<file path="src/tklt_ram.sv">
module tklt_ram #(
    parameter int Width = 32,
    parameter int Depth = 64
) (
    input  logic                     i_clk,
    input  logic                     i_we,
    input  logic [$clog2(Depth)-1:0] i_waddr,
    input  logic [Width-1:0]         i_wdata,
    input  logic [$clog2(Depth)-1:0] i_raddr,
    output logic [Width-1:0]         o_rdata
);
    logic [Width-1:0] r_mem [Depth];

    always_ff @(posedge i_clk) begin
        if (i_we) begin
            r_mem[i_waddr] <= i_wdata;
        end
        o_rdata <= r_mem[i_raddr];
    end
endmodule

</file>
<file path="config.mk">
export PLATFORM = sky130hd
export DESIGN_NAME = tklt_ram
export DESIGN_NICKNAME = d
export VERILOG_FILES = /design/src/tklt_ram.sv
export SDC_FILE = /design/constraint.sdc
export NUM_CORES = 2
export LEC_CHECK = 0
export BUFFER_PORTS_ARGS = -buffer_cell sky130_fd_sc_hd__buf_2
export CORE_MARGIN = 2
export CORE_UTILIZATION = 60
export DETAILED_ROUTE_END_ITERATION = 8
export PLACE_DENSITY = 0.88
export SLEW_MARGIN = 20
export SYNTH_ARGS = -nofsm -noshare
export SYNTH_HDL_FRONTEND = slang
export SYNTH_SLANG_ARGS = --single-unit
</file>
<file path="constraint.sdc">
create_clock -name i_clk -period 3.95 [get_ports i_clk]
set_input_delay 0.395 -clock i_clk [delete_from_list [all_inputs] [get_ports i_clk]]
set_output_delay 0.395 -clock i_clk [all_outputs]
set_load 0.03 [all_outputs]
</file>
Word level (Yosys, flattened, before mapping)
Memory sizes are Yosys's and may differ from the RTL's. A register that Yosys moved wholly into a read port is not among the register bits.
Index checks and enable logic that the tools add are counted.
{"block": "word_totals", "ff_bits": 0, "ramBits": 2048, "inputBits": 46, "out_inout_bits": 32, "elab_cells": 3, "n_memories": 1}
{"name": "r_mem", "depth": 64, "width": 32, "rd": 1, "rd_clocked_by_memory_dff": 1, "write_ports": 1, "line_no": "12", "source": "logic [Width-1:0] r_mem [Depth];"}
{"block": "classes", "n_mux": 2}
{"operator": "two-way mux 1 bit", "count": 2}

Longest topological paths before layout
{"block": "logic_depth", "depth_word": 2, "ltp_mapped": 10, "mapped_depth_nobuf": 5}

Least setup slack after synthesis
No wires, ideal clock.
{"block": "synth_timing", "path_type": "input -> register", "startpoint": "in i_waddr[3]", "endpoint": "mem r_mem[48][0] (enable)", "setup_ps": 461, "arrival_ps": 3094, "path_slack_ps": 395, "path_stages": 4, "path_buffers": 1, "path_cell_list": "clkbuf_1 > nor2b_1 > nand4b_1 > nor3_1"}
{"element": "from (decl)", "line_no": "7", "source": "input logic [$clog2(Depth)-1:0] i_waddr,"}
{"element": "to (decl)", "line_no": "12"}
Straight into the memory's write port.

==> flow_summary_export.csv <==
group,metric,value,unit
worst_setup_path,crit_start,"i_raddr[0]",
sta,slew_headroom,23.92,%
clock_network,ctsResizeCount,0,
sta,rsz0062_at_grt,"false",
worst_setup_path,timing.rr.end,"o_rdata[14]$_DFF_P_",
logic_synthesis,yosysSeqAreaShare,79.14,%
clock_network,cts-root-buf,"clkbuf_16",
die,dieHeight,365.7,um
drt,avgViaCountPerCell,7.613,
drt,ant_nets,0,
logic_synthesis,syn-instance-count,3324,
grt,grt_pass1_vias,41899,
min_path,holdCritPathClass,"in2reg",
drt,drt_iter0_drc,7942,
drt,wl,230.8,mm
logic_synthesis,synth_common_cells,"2048 x edfxtp_1, 544 x mux4_2, 137 x nor2_1",
flow_run,cap_violations,0,
die,rows,132,
sta,tns,0,ns
logic_synthesis,async_reset_ff_share,0,%
worst_setup_path,crit_path_end_kind,"flip-flop",
clock_network,clkSlewWorstSetupHoldPaths,0.07,ns
clock_network,cts_max_level,4,
logic_synthesis,yosys.area.top_type,"edfxtp_1",
finish,final_cells,5471,
worst_setup_path,cp.depth,7,
logic_synthesis,yosysWarnings,0,
grt,grt_start_max_net_pins,68,
power_and_ir_drop,ir_drop,0.0004277,V
finish,drive_gt1_share,29.95,%
finish,final_nets,3618,
die,num_io_pins,78,
sta,hold_slack,0.04381,ns
logic_synthesis,synth_most_common_cell,"edfxtp_1",
drt,wl_met3,31.54,mm
worst_setup_path,rr_worst_depth,5,
worst_setup_path,r2r-start,"r_mem[13][14]$_DFFE_PP_",
clock_network,cts_buffers,189,
clock_network,clockBufferDepth,3,
worst_setup_path,r2r_slack,1.51,ns
drt,via_count,41650,
worst_setup_path,worstSetupStartpointType,"input port",
grt,grt_overflow,0,
sta,slew_viol_final,0,
logic_synthesis,synth_flop_cell,"edfxtp_1",
logic_synthesis,avgSynthCellArea,23.62,sq um
logic_synthesis,syn_nets,3370,
drt,wire_per_inst,42.19,um
die,die_w,365.7,um
placed_design,place.gp.congestion,0.8587,
worst_setup_path,critPathRequiredTime,4.60,ns
die,start_util,60.56,%
clock_network,cts_sinks,2080,
logic_synthesis,synth_cell_types,34,
sta,setup_viol,0,
sta,min_period,2.825,ns
placed_design,port_buffers,77,
power_and_ir_drop,finalPower,45.31,mW
logic_synthesis,synth_area_leaders,"edfxtp_1 78%, mux4_2 16%, mux2i_1 1.2%, dfxtp_1 0.82%, o22ai_1 0.67%",
grt,grt_usage,34.71,%
sta,finalHoldViolations,0,
clock_network,cts_tree,"yes",
sta,max_freq,354.0,MHz
worst_setup_path,crit_arrival,3.47,ns
grt,antenna_found_initial,9,
worst_setup_path,crit_slowest_cell,"mux4_2",
finish,fin_area,88580,sq um
worst_setup_path,crit_path_frequent_cell,"mux4_2",
worst_setup_path,path_class,"in2reg",
worst_setup_path,slowest_delay,0.57,ns
grt,grt_pass1_wl,322.5,mm
worst_setup_path,crit_chain,"buf_8 > buf_12 > buf_4 > mux4_2 > mux4_2 > o22ai_1 > nor2_1",
logic_synthesis,synth_seq_cells,2080,
worst_setup_path,critical_path.top_delay_family,"multiplexers",
power_and_ir_drop,leakagePower,27.60,nW
sta,fin_skew,0.03222,ns
drt,first_pass_iters,9,
drt,drcViolationCount,1,
outcome,violations,"DRC",
die,core,129600,sq um
worst_setup_path,critPathCapture,"o_rdata[10]$_DFF_P_",
placed_design,dpl-instance-area,82450,sq um
logic_synthesis,synth_top_area_share,78.33,%
drt,top_layer_used,"met5",
sta,max_slew.worst_pin.slew,1.141,ns
worst_setup_path,critPathBufInv,3,
clock_network,post_cts_buffers,0,
clock_network,clkLatencyLatePin,0.83,ns
logic_synthesis,synth_edf_count,2048,
logic_synthesis,synth_area,78520,sq um
finish,syn_to_final_growth,12.82,%
clock_network,cts_hold_buf,0,
power_and_ir_drop,p_per_area,511.5,nW/um^2
placed_design,dp_hpwl,117.7,mm
worst_setup_path,critPathMaxFanout,50,
outcome,status,"complete, but fails checks",
drt,wl_met1,70.57,mm
sta,period_share,71.51,%
drt,wl_met2,112.6,mm
placed_design,numPlacedInstances,5122,
die,die_area,133800,sq um
## placed cells by master (no fill, tap or decap), types with 5 or more instances in the layout
cell type | Yosys | layout
dfxtp_1 | 32 | 32
clkinvlp_4 | 0 | 11
clkbuf_8 | 0 | 10
nor2b_1 | 15 | 15
bufinv_16 | 0 | 13
nor2_4 | 0 | 62
clkinv_8 | 0 | 5
clkinv_1 | 0 | 33
buf_4 | 25 | 149
a311oi_1 | 8 | 8
nand3b_1 | 5 | 5
nor2_1 | 137 | 75
o221ai_1 | 27 | 27
mux4_2 | 544 | 544
o22ai_1 | 84 | 84
mux2i_1 | 93 | 93
nand2b_1 | 8 | 7
a22oi_1 | 12 | 12
buf_12 | 0 | 44
a21oi_1 | 62 | 62
nand2_1 | 26 | 26
edfxtp_1 | 2048 | 2048
clkinv_2 | 0 | 24
clkbuf_16 | 0 | 192
diode_2 | 0 | 6
nor3_1 | 7 | 5
buf_2 | 57 | 43
clkbuf_1 | 74 | 46
nand3_1 | 5 | 5
## state kept, by name, summed over array words and instances (netlist names)
name     count
o_rdata     32
r_mem     2048
## area by class of cell
type	instances	area (sq um)
Antenna cell	6	15.01
Multi-Input combinational cell	1062	15970
Clock buffer	248	5115
Clock inverter	94	904.6
Tap cell	1742	2180
Sequential cell	2080	62140
Fill cell	6941	41070
Timing Repair Buffer	239	2260
## cell families after synthesis
group / share of synthesized area (%)
DFF: 79.14
AOI/OAI and AO/OA: 1.673
muxes: 16.79
and+or+nand+nor: 1.265
buffers and inverters: 1.128
## report_power, final
part | switching, mW | leakage (nW) | internal, mW | total, mW
logic | 1.56 | 5.99 | 0.837 | 2.39
registers | 0.123 | 18.7 | 24.4 | 24.6
clock network | 8.36 | 2.91 | 10.0 | 18.4
total | 10.0 | 27.6 | 35.3 | 45.3
## stage by stage
stage / setup slack [ns] / utilization, %
global placement: 0.4218 / 63.60
detailed placement: 0.3980 / 63.60
floorplan: 0.3952 / -
CTS: 1.191 / 68.24
finish: 1.125 / 68.32
global route: 1.146 / 68.32
## worst register-to-register path, cell delays in order (launching register included)
cell and delay (ns):
edfxtp_1 0.44, mux4_2 0.56, mux2i_1 0.17, a21oi_1 0.14, a21oi_1 0.84, nor2_1 0.13
## layer usage
metal / vias to the layer above / track usage (%)
met3: 989 / 8.463
met1: 21237 / 44.01
met4: 8 / 20.14
met5: - / 0
li1: 14750 / -
met2: 4666 / 55.45
## how the worst min path moves through the flow
stage,startpoint,to,slack (ns),depth (start not counted)
finish,i_wdata[23],r_mem[53][23]$_DFFE_PP_,0.04,1
global route,i_wdata[23],r_mem[54][23]$_DFFE_PP_,0.06,1
CTS,i_raddr[4],o_rdata[0]$_DFF_P_,0.21,3
detailed placement,r_mem[12][17]$_DFFE_PP_,o_rdata[17]$_DFF_P_,0.70,4
global placement,r_mem[12][20]$_DFFE_PP_,o_rdata[20]$_DFF_P_,0.70,4
floorplan,i_wdata[0],r_mem[0][0]$_DFFE_PP_,0.49,0
No activity file was read; power rests on OpenSTA's default activity.
